==> src/design/tccw_pkg.sv <==
// Package: constants and types of the text console cursor writer.
`timescale 1ns / 1ps
`default_nettype none

package tccw_pkg;

  localparam int unsigned COLUMNS    = 80;
  localparam int unsigned ROWS       = 25;
  localparam int unsigned TAB_SPACES = 4;

  localparam int unsigned COL_W   = 7;
  localparam int unsigned ROW_W   = 5;
  localparam int unsigned ADDR_W  = 11;
  localparam int unsigned CHAR_W  = 8;
  localparam int unsigned TABC_W  = 4;

  localparam logic [CHAR_W-1:0] CH_NEWLINE = 8'd10;
  localparam logic [CHAR_W-1:0] CH_TAB     = 8'd9;
  localparam logic [CHAR_W-1:0] CH_SPACE   = 8'd32;

  localparam logic [COL_W-1:0]  COL_LAST   = COL_W'(COLUMNS - 1);
  localparam logic [ROW_W-1:0]  ROW_LAST   = ROW_W'(ROWS - 1);
  localparam logic [ADDR_W-1:0] ROW_STRIDE = ADDR_W'(COLUMNS);
  localparam logic [TABC_W-1:0] TAB_REST   = TABC_W'(TAB_SPACES - 1);

  typedef enum logic {
    KIND_PUT   = 1'b0,
    KIND_CLEAR = 1'b1
  } kind_e;

endpackage : tccw_pkg

`default_nettype wire

==> src/design/text_console_cursor_writer.sv <==
// Top level: character writer of a text console, cursor tracking and cell writes.
// An accepted transaction's first result is in the output register in the cycle after it is accepted.
// Throughput: one transaction per cycle for printed bytes, newlines and clears; a tab
// produces TAB_SPACES results one after another and stalls input until the last one.
// The output register frees each cycle its result is taken, so input keeps flowing then.
// Reset (rst_ni low, asynchronous): cursor homed to cell 0, no tab pending, output empty.
`timescale 1ns / 1ps
`default_nettype none

module text_console_cursor_writer import tccw_pkg::*; (
  input  wire logic              clk_i,
  input  wire logic              rst_ni,
  // input channel
  input  wire logic              in_valid_i,
  output logic                   in_stall_o,
  input  wire logic              kind_i,
  input  wire logic [CHAR_W-1:0] char_code_i,
  // result channel
  output logic                   out_valid_o,
  input  wire logic              out_stall_i,
  output logic                   cell_write_o,
  output logic [ADDR_W-1:0]      cell_address_o,
  output logic [CHAR_W-1:0]      cell_char_o,
  output logic [ADDR_W-1:0]      cursor_position_o,
  output logic                   clear_screen_o,
  output logic                   last_o
);

  // Cursor state. base_q tracks row_q*COLUMNS (mod 2^ADDR_W) so that no multiplier
  // is needed; the linear position is base_q + col_q.
  logic [COL_W-1:0]  col_q, col_d;
  logic [ROW_W-1:0]  row_q, row_d;
  logic [ADDR_W-1:0] base_q, base_d;

  // Spaces of a tab still to be written after the first.
  logic [TABC_W-1:0] tab_cnt_q, tab_cnt_d;

  // Output register.
  logic              out_valid_q, out_valid_d;
  logic              wr_q, wr_d;
  logic [ADDR_W-1:0] addr_q, addr_d;
  logic [CHAR_W-1:0] char_q, char_d;
  logic [ADDR_W-1:0] pos_q, pos_d;
  logic              clr_q, clr_d;
  logic              last_q, last_d;

  logic out_free;    // output register can take a new result this cycle
  logic in_acc;      // input transaction accepted
  logic tab_busy;

  // Shared cursor arithmetic.
  logic              wrap;
  logic              at_bottom;
  logic [ROW_W-1:0]  nl_row;
  logic [ADDR_W-1:0] nl_base;
  logic [ADDR_W-1:0] pos_now;

  // Print step helpers.
  logic              do_print;
  logic [CHAR_W-1:0] print_char;
  logic              print_last;

  assign tab_busy   = (tab_cnt_q != '0);
  assign out_free   = !out_valid_q || !out_stall_i;
  assign in_stall_o = tab_busy || !out_free;
  assign in_acc     = in_valid_i && !in_stall_o;

  assign wrap      = (col_q == COL_LAST);
  assign at_bottom = (row_q == ROW_LAST);
  assign nl_row    = at_bottom ? row_q : row_q + ROW_W'(1);
  // bottom row holds; no scrolling
  assign nl_base   = at_bottom ? base_q : base_q + ROW_STRIDE;
  assign pos_now   = base_q + ADDR_W'(col_q);

  always_comb begin
    col_d       = col_q;
    row_d       = row_q;
    base_d      = base_q;
    tab_cnt_d   = tab_cnt_q;
    out_valid_d = out_free ? 1'b0 : out_valid_q;
    wr_d        = wr_q;
    addr_d      = addr_q;
    char_d      = char_q;
    pos_d       = pos_q;
    clr_d       = clr_q;
    last_d      = last_q;
    do_print    = 1'b0;
    print_char  = CH_SPACE;
    print_last  = 1'b1;

    if (tab_busy) begin
      if (out_free) begin
        // remaining spaces of a tab, one per cycle while the output register is free
        do_print   = 1'b1;
        print_last = (tab_cnt_q == TABC_W'(1));
        tab_cnt_d  = tab_cnt_q - TABC_W'(1);
      end
    end else if (in_acc) begin
      priority if (kind_e'(kind_i) == KIND_CLEAR) begin
        col_d       = '0;
        row_d       = '0;
        base_d      = '0;
        out_valid_d = 1'b1;
        wr_d        = 1'b0;
        addr_d      = '0;
        char_d      = '0;
        pos_d       = '0;
        clr_d       = 1'b1;
        last_d      = 1'b1;
      end else if (char_code_i == CH_NEWLINE) begin
        col_d       = '0;
        row_d       = nl_row;
        base_d      = nl_base;
        out_valid_d = 1'b1;
        wr_d        = 1'b0;
        addr_d      = '0;
        char_d      = '0;
        pos_d       = nl_base;
        clr_d       = 1'b0;
        last_d      = 1'b1;
      end else if (char_code_i == CH_TAB) begin
        do_print   = 1'b1;
        print_last = (TAB_REST == '0);
        tab_cnt_d  = TAB_REST;
      end else begin
        do_print   = 1'b1;
        print_char = char_code_i;
        print_last = 1'b1;
      end
    end

    if (do_print) begin
      // store at the cursor, then advance with wrap to the next row
      col_d       = wrap ? '0 : col_q + COL_W'(1);
      row_d       = wrap ? nl_row : row_q;
      base_d      = wrap ? nl_base : base_q;
      out_valid_d = 1'b1;
      wr_d        = 1'b1;
      addr_d      = pos_now;
      char_d      = print_char;
      pos_d       = wrap ? nl_base : pos_now + ADDR_W'(1);
      clr_d       = 1'b0;
      last_d      = print_last;
    end
  end

  always_ff @(posedge clk_i or negedge rst_ni) begin
    if (!rst_ni) begin
      col_q       <= '0;
      row_q       <= '0;
      base_q      <= '0;
      tab_cnt_q   <= '0;
      out_valid_q <= 1'b0;
    end else begin
      col_q       <= col_d;
      row_q       <= row_d;
      base_q      <= base_d;
      tab_cnt_q   <= tab_cnt_d;
      out_valid_q <= out_valid_d;
    end
  end

  always_ff @(posedge clk_i) begin
    wr_q   <= wr_d;
    addr_q <= addr_d;
    char_q <= char_d;
    pos_q  <= pos_d;
    clr_q  <= clr_d;
    last_q <= last_d;
  end

  assign out_valid_o       = out_valid_q;
  assign cell_write_o      = wr_q;
  assign cell_address_o    = addr_q;
  assign cell_char_o       = char_q;
  assign cursor_position_o = pos_q;
  assign clear_screen_o    = clr_q;
  assign last_o            = last_q;

`ifndef ASSERT_OFF
  // a pending tab always blocks new input
  a_tab_stalls: assert property (@(posedge clk_i) disable iff (!rst_ni)
    tab_busy |-> in_stall_o)
    else $error("input not stalled during tab expansion");

  // a pending tab always has a space result in the output register
  a_tab_has_out: assert property (@(posedge clk_i) disable iff (!rst_ni)
    tab_busy |-> out_valid_q)
    else $error("tab pending without output");

  // cursor never leaves the screen
  a_cursor_range: assert property (@(posedge clk_i) disable iff (!rst_ni)
    (col_q <= COL_LAST) && (row_q <= ROW_LAST))
    else $error("cursor out of range");

  // a clear result homes the cursor and writes no cell
  a_clear_home: assert property (@(posedge clk_i) disable iff (!rst_ni)
    (out_valid_q && clr_q) |-> (pos_q == '0 && !wr_q && last_q))
    else $error("clear result malformed");
`endif

endmodule : text_console_cursor_writer

`default_nettype wire
==> config.mk <==
export PLATFORM = sky130hd
export DESIGN_NAME = text_console_cursor_writer
export DESIGN_NICKNAME = d
export VERILOG_FILES = /design/src/design/tccw_pkg.sv /design/src/design/text_console_cursor_writer.sv
export SDC_FILE = /design/constraint.sdc
export NUM_CORES = 1
export LEC_CHECK = 0
export BUFFER_PORTS_ARGS = -buffer_cell sky130_fd_sc_hd__buf_2
export CORE_MARGIN = 8
export CORE_UTILIZATION = 40
export DETAILED_ROUTE_END_ITERATION = 12
export PLACE_DENSITY = 0.58
export REMOVE_ABC_BUFFERS = 1
export SLEW_MARGIN = 15
export SYNTH_ARGS = -nofsm -noshare
export SYNTH_HDL_FRONTEND = slang
export SYNTH_SLANG_ARGS = --single-unit
==> constraint.sdc <==
create_clock -name clk_i -period 3 [get_ports clk_i]
set_clock_uncertainty 0.15 [all_clocks]
set_input_delay 0.3 -clock clk_i [delete_from_list [all_inputs] [get_ports clk_i]]
set_output_delay 0.3 -clock clk_i [all_outputs]
set_load 0.02 [all_outputs]
### Word level (Yosys, flattened, before mapping)

Cells that the tools add are included.

| cells by class | value |
|---|---|
| bitwise logic cells | 1 |
| reduce and logical (&&, ||, !) cells | 17 |
| eq/ne operators | 10 |
| muxes and demuxes | 68 |
| add/sub/neg operators | 6 |

Operator list:

| operator | number |
|---|---|
| 11-bit two-way mux | 14 |
| 8-bit two-way mux | 10 |
| 7-bit two-way mux | 6 |
| 5-bit two-way mux | 7 |
| 1-bit two-way mux | 25 |
| 4-bit two-way mux | 6 |
| 8-bit by 4-bit == test with 1-bit output (second input constant) | 2 |
| 11-bit by 1-bit adder with 11-bit output (second input constant) | 1 |
| 11-bit by 7-bit adder with 11-bit output | 1 |
| 11-bit by 7-bit adder with 11-bit output (second input constant) | 1 |
| 2-bit nonzero test | 4 |
| 7-bit by 1-bit adder with 7-bit output (second input constant) | 1 |
| 7-bit == test (second input constant) | 1 |
| 2-bit != test (second input constant) | 3 |
| 3-bit AND reduction | 2 |
| 5-bit by 1-bit adder with 5-bit output (second input constant) | 1 |
| 5-bit == test (second input constant) | 1 |
| 5-bit AND reduction | 1 |
| 4-bit by 1-bit == test with 1-bit output (second input constant) | 1 |
| 1-bit logical NOT | 4 |
| 2-bit by 1-bit != test with 1-bit output (second input constant) | 2 |
| 4-bit AND reduction | 1 |
| 4-bit nonzero test | 1 |
| 4-bit by 1-bit subtractor with 4-bit output (second input constant) | 1 |
| 4 further kinds | 5 |

| storage, ports and cells | value |
|---|---|
| register bits | 61 |
| output and inout bits | 35 |
| word-level logic and storage cells | 113 |
| bits of input ports | 13 |

### Logic depth before layout (Yosys ltp)

| logic depth | value |
|---|---|
| depth after elaboration | 10 |
| gate-level depth with buffers | 9 |
| gate-level depth less buffers | 9 |

### Least setup slack after synthesis

No wires, ideal clock.

| timing | value |
|---|---|
| path kind | reg2reg |
| from | reg col_q[0] |
| to | reg pos_q[10] (netlist: cursor_position_o[10]) (data pin) |
| library setup time | 0.263 ns |
| data arrival time | 2.374 ns |
| required time | 2.587 ns |
| stages on the path, launching flop included | 9 |
| path buffers | 0 |
| setup slack | 0.213 ns |
| clock period less this slack | 2.787 ns |
| cells stage by stage | dfrtp_1 > ha_1 > fa_1 > a211oi_1 > nor3b_1 > nor4_2 > nand4b_1 > nor4_1 > o31ai_1 |

| between the ends | value |
|---|---|
| cells in the longest elaborated chain, start to end | 4 |
| elaborated cells between the ends (all ways) | 5 |
| classes of those cells | add/sub (2); eq/ne (1); mux (2) |

Ends and longest elaborated chain:

| element | RTL line | RTL |
|---|---|---|
| start: declaration | text_console_cursor_writer.sv:31 | `logic [COL_W-1:0] col_q, col_d;` |
| start signal: assignment | text_console_cursor_writer.sv:155 | `col_q <= col_d;` |
| 11-bit by 7-bit adder with 11-bit output | text_console_cursor_writer.sv:73 | `assign pos_now = base_q + ADDR_W'(col_q);` |
| 11-bit by 1-bit adder with 11-bit output | text_console_cursor_writer.sv:141 | `pos_d = wrap ? nl_base : pos_now + ADDR_W'(1);` |
| 11-bit two-way mux * | text_console_cursor_writer.sv:141 |  |
| 11-bit two-way mux * | text_console_cursor_writer.sv:132 | `if (do_print) begin` |
| net pos_d[10] | text_console_cursor_writer.sv:43 | `logic [ADDR_W-1:0] pos_q, pos_d;` |
| end signal: assignment | text_console_cursor_writer.sv:167 | `pos_q <= pos_d;` |
| end: declaration | text_console_cursor_writer.sv:43 |  |

The timed path passes the listed nets; every way through them passes the cells marked *.
A chain may end at the register's enable or synchronous reset.

### Final worst setup path

| timing | value |
|---|---|
| from | reg base_q[0] |
| to | reg pos_q[9] (netlist: cursor_position_o[9]) (data pin) |

| between the ends | value |
|---|---|
| cells in the longest elaborated chain, start to end | 7 |
| elaborated cells between the ends (all ways) | 10 |
| classes of those cells | add/sub (3); mux (7) |

Ends and longest elaborated chain:

| element | RTL line | RTL |
|---|---|---|
| start: declaration | text_console_cursor_writer.sv:33 | `logic [ADDR_W-1:0] base_q, base_d;` |
| start signal: assignment | text_console_cursor_writer.sv:157 | `base_q <= base_d;` |
| branches (longest 6 deep; another with 11-bit by 7-bit adder with 11-bit output) | -- |  |
| 11-bit two-way mux * | text_console_cursor_writer.sv:132 |  |
| net pos_d[9] | text_console_cursor_writer.sv:43 |  |

Mark *: on every way through the listed nets, which the timed path passes. The select of a mux whose other input is x is not followed.

==> results.json <==
{
  "antenna_found_initial": 0,
  "p_seq_share_pct": 39.1,
  "detail_route.wl_per_cell_um": 14.7,
  "drt_wl_total_um": 7470,
  "hp-class": "in -> reg",
  "synth_cells": 336,
  "yosysMostFrequentCell": "nand2_1",
  "switching_power_mw": 1.46,
  "cellLeakagePower_nw": 1.72,
  "multiInputGateArea_um2": 1670,
  "top_usage_layer": "met2",
  "cellPowerDensity_nw_per_um2": 880,
  "rows": 33,
  "setup_viol": 0,
  "vias": 2637,
  "synthTopCellsByCount": "nand2_1, nor2_1, edfxtp_1, dfrtp_1, o21ai_0",
  "yosysUniqueCellTypes": 54,
  "r2r_setup_slack_ns": 0.15,
  "insertion_delay_ns": 0.34,
  "layout.cells.non_filler": 508,
  "required_ns": 3.01,
  "maxCapViolCount": 0,
  "synth_edf_count": 31,
  "ys_seq_area_share_pct": 49.2,
  "drtIter0Drc": 104,
  "slowest_stage": "dfrtp_1",
  "netlist_area_um2": 3400,
  "first_global_vias": 2656,
  "holdPathStages": 2,
  "finalMaxSlewViolations": 0,
  "post-cts-setup-buffers": 0,
  "met3_usage_pct": 3.81,
  "core_area_um2": 8220,
  "htreeDepth": 3,
  "initial_utilization_pct": 41.4,
  "io_buffer_count": 47,
  "seqCellArea_um2": 1670,
  "place_inst": 491,
  "final_area_um2": 4010,
  "syn_avg_cell_area_um2": 10.1,
  "finalNetCount": 426,
  "slowest_delay_ns": 0.40,
  "place.gp.congestion": 0.759,
  "clock-sinks": 61,
  "cts_max_path_buffers": 2,
  "crit_type": "reg -> reg",
  "met1_usage_pct": 16.9,
  "drt_pre_antenna_iters": 4,
  "critPathLaunchType": "flop",
  "die_x_um": 108,
  "dieArea_um2": 11700,
  "drive_above_1_share_pct": 22.8,
  "grt_max_degree": 29,
  "peakVddDrop_v": 0.000281,
  "cts_buffers": 9,
  "grt_pass1_wl_um": 12700,
  "grtUsageMet2_pct": 21.9,
  "synth-seq-cells": 61,
  "ys.warnings.count": 0,
  "arrival_ns": 2.86,
  "die_y_um": 108,
  "pwr-share-clk_pct": 18.4,
  "internal_power_mw": 2.07,
  "p_comb_share_pct": 42.5,
  "cts.clk_slew.worst_paths_ns": 0.08,
  "timing.rr.start": "base_q[0]",
  "post-route-util_pct": 48.8,
  "netlist.area_leader.share_pct": 27.4,
  "synthTopCellsByArea": "edfxtp_1, dfrtp_1, ha_1",
  "gr-total-overflow": 0,
  "hold-path-endpoint": "out_valid_o",
  "fin_crit_sh_pct": 95.0,
  "dp_hpwl_um": 5550,
  "finalHoldViolations": 0,
  "switching_share_pct": 41.4,
  "critPathMaxFanout": 4,
  "drc": 0,
  "status": "complete, no violations",
  "placedInstanceArea_um2": 3810,
  "area_growth_syn_to_layout_pct": 18.0,
  "worstPathCellList": "ha_1 > fa_2 > a211oi_2 > nor3b_1 > nor4_2 > nand4b_1 > o31a_1 > o31ai_1",
  "cts_tree": "done",
  "filler_cell_count": 790,
  "tns_ns": 0,
  "yosys.area.top_type": "edfxtp_1",
  "worst_pin_slew_ns": 0.628,
  "ios": 48,
  "rr_endpoint": "cursor_position_o[9]",
  "hp-start": "in_valid_i",
  "period_needed_ns": 2.85,
  "synth_ff_type": "edfxtp_1",
  "cts_root_buf": "clkbuf_8",
  "end_kind": "flop",
  "track_usage_pct": 13.7,
  "viasPerCell": 5.19,
  "antenna_cells": 0,
  "drtAntennaViolNets": 0,
  "synthArstFlopShare_pct": 45.9,
  "clock.fmax_ghz": 0.351,
  "max_slew_margin_pct": 58.2,
  "reg2reg_depth": 8
}
## power by group through the flow
stage / clock network [mW] / registers (mW) / logic [mW]
2_1_floorplan: 0 / 1.56 / 0.863
6_report: 0.648 / 1.38 / 1.50
3_5_place_dp: 0 / 1.40 / 1.51
4_1_cts: 0.675 / 1.38 / 1.52
5_1_grt: 0.715 / 1.42 / 1.68
3_3_place_gp: 0 / 1.39 / 1.49
## cell type report
type / count / share of cell area, %
clock inverters: 7 / 1.28
repair buffers: 58 / 7.99
multi-input cells: 257 / 41.7
flip-flops and latches: 61 / 41.7
inverters: 11 / 1.03
clock buffers: 9 / 3.09
well taps: 105 / 3.28
## critical path, delay by kind of cell (launching register included)
kind                     cells  cell delay [ns]
adder cells (fa/ha/maj)      2             0.60
AND/OR/NAND/NOR              3             0.76
AO/OA/AOI/OAI                3             0.77
flip-flops                   1             0.40
## stage by stage
step	total power, mW	setup WS [ns]	hold WS, ns
after floorplan	2.42	0.212	-0.146
after detailed placement	2.90	0.0421	0.218
after global routing	3.82	-0.0377	0.0349
final	3.53	0.150	0.0510
after global placement	2.88	0.120	0.214
after CTS	3.57	0.0281	0.0266
## how the worst max path moves through the flow
| stage | start | depth (start not counted) | end | slack, ns |
|---|---|---|---|---|
| after floorplan | col_q[0] | 8 | cursor_position_o[10] | 0.21 |
| after global placement | col_q[0] | 8 | cursor_position_o[10] | 0.12 |
| after detailed placement | col_q[0] | 8 | cursor_position_o[9] | 0.04 |
| after CTS | col_q[0] | 8 | cursor_position_o[9] | 0.03 |
| after global routing | base_q[0] | 8 | cursor_position_o[9] | -0.04 |
| final | base_q[0] | 8 | cursor_position_o[9] | 0.15 |
## cell families (layout without fill, tap and decap cells)
kind of cell	count (synthesis)	count (layout)	synth area share (%)
xor gates and xnor gates	23	23	5.93
AOI/OAI and AO/OA	72	72	13.9
and+or+nand+nor	143	143	21.9
buffers and inverters	18	85	2.10
DFF	61	61	49.2
muxes	4	4	1.25
adders and majority gates	15	15	5.74
## placed cells by master, fill, tap and decap left out, types with 8 or more instances in the layout
cell type and instances:
o21ai_0 23, a21oi_1 15, buf_4 10, inv_1 11
buf_2 47, nor2b_1 8, and2_1 15, xor2_1 9
clkbuf_8 9, nand2_1 41, dfrtp_1 28, ha_1 14
xnor2_1 13, nor2_1 32, nand3_1 16, edfxtp_1 31
## timing repair
action / 4_1_cts / 5_1_grt
gates resized for setup: 0 / 3
hold buffers: 1 / 0
endpoints found under the setup margin: 0 / 4
endpoints found under the hold margin: 28 / 0
## routing by layer
metal	share of wire, %	vias up
li1	-	1331
met4	1.3	0
met1	44	1247
met5	0	-
met2	48	53
met3	6.5	6
## flip-flops by register name, summed over array words and instances (netlist names), 4 cells and up
| signal | flops |
|---|---|
| base_q | 11 |
| col_q | 7 |
| row_q | 5 |
| cell_address_o | 11 |
| cursor_position_o | 11 |
| tab_cnt_q | 4 |
| cell_char_o | 8 |
Power figures use the tool's default switching activity.
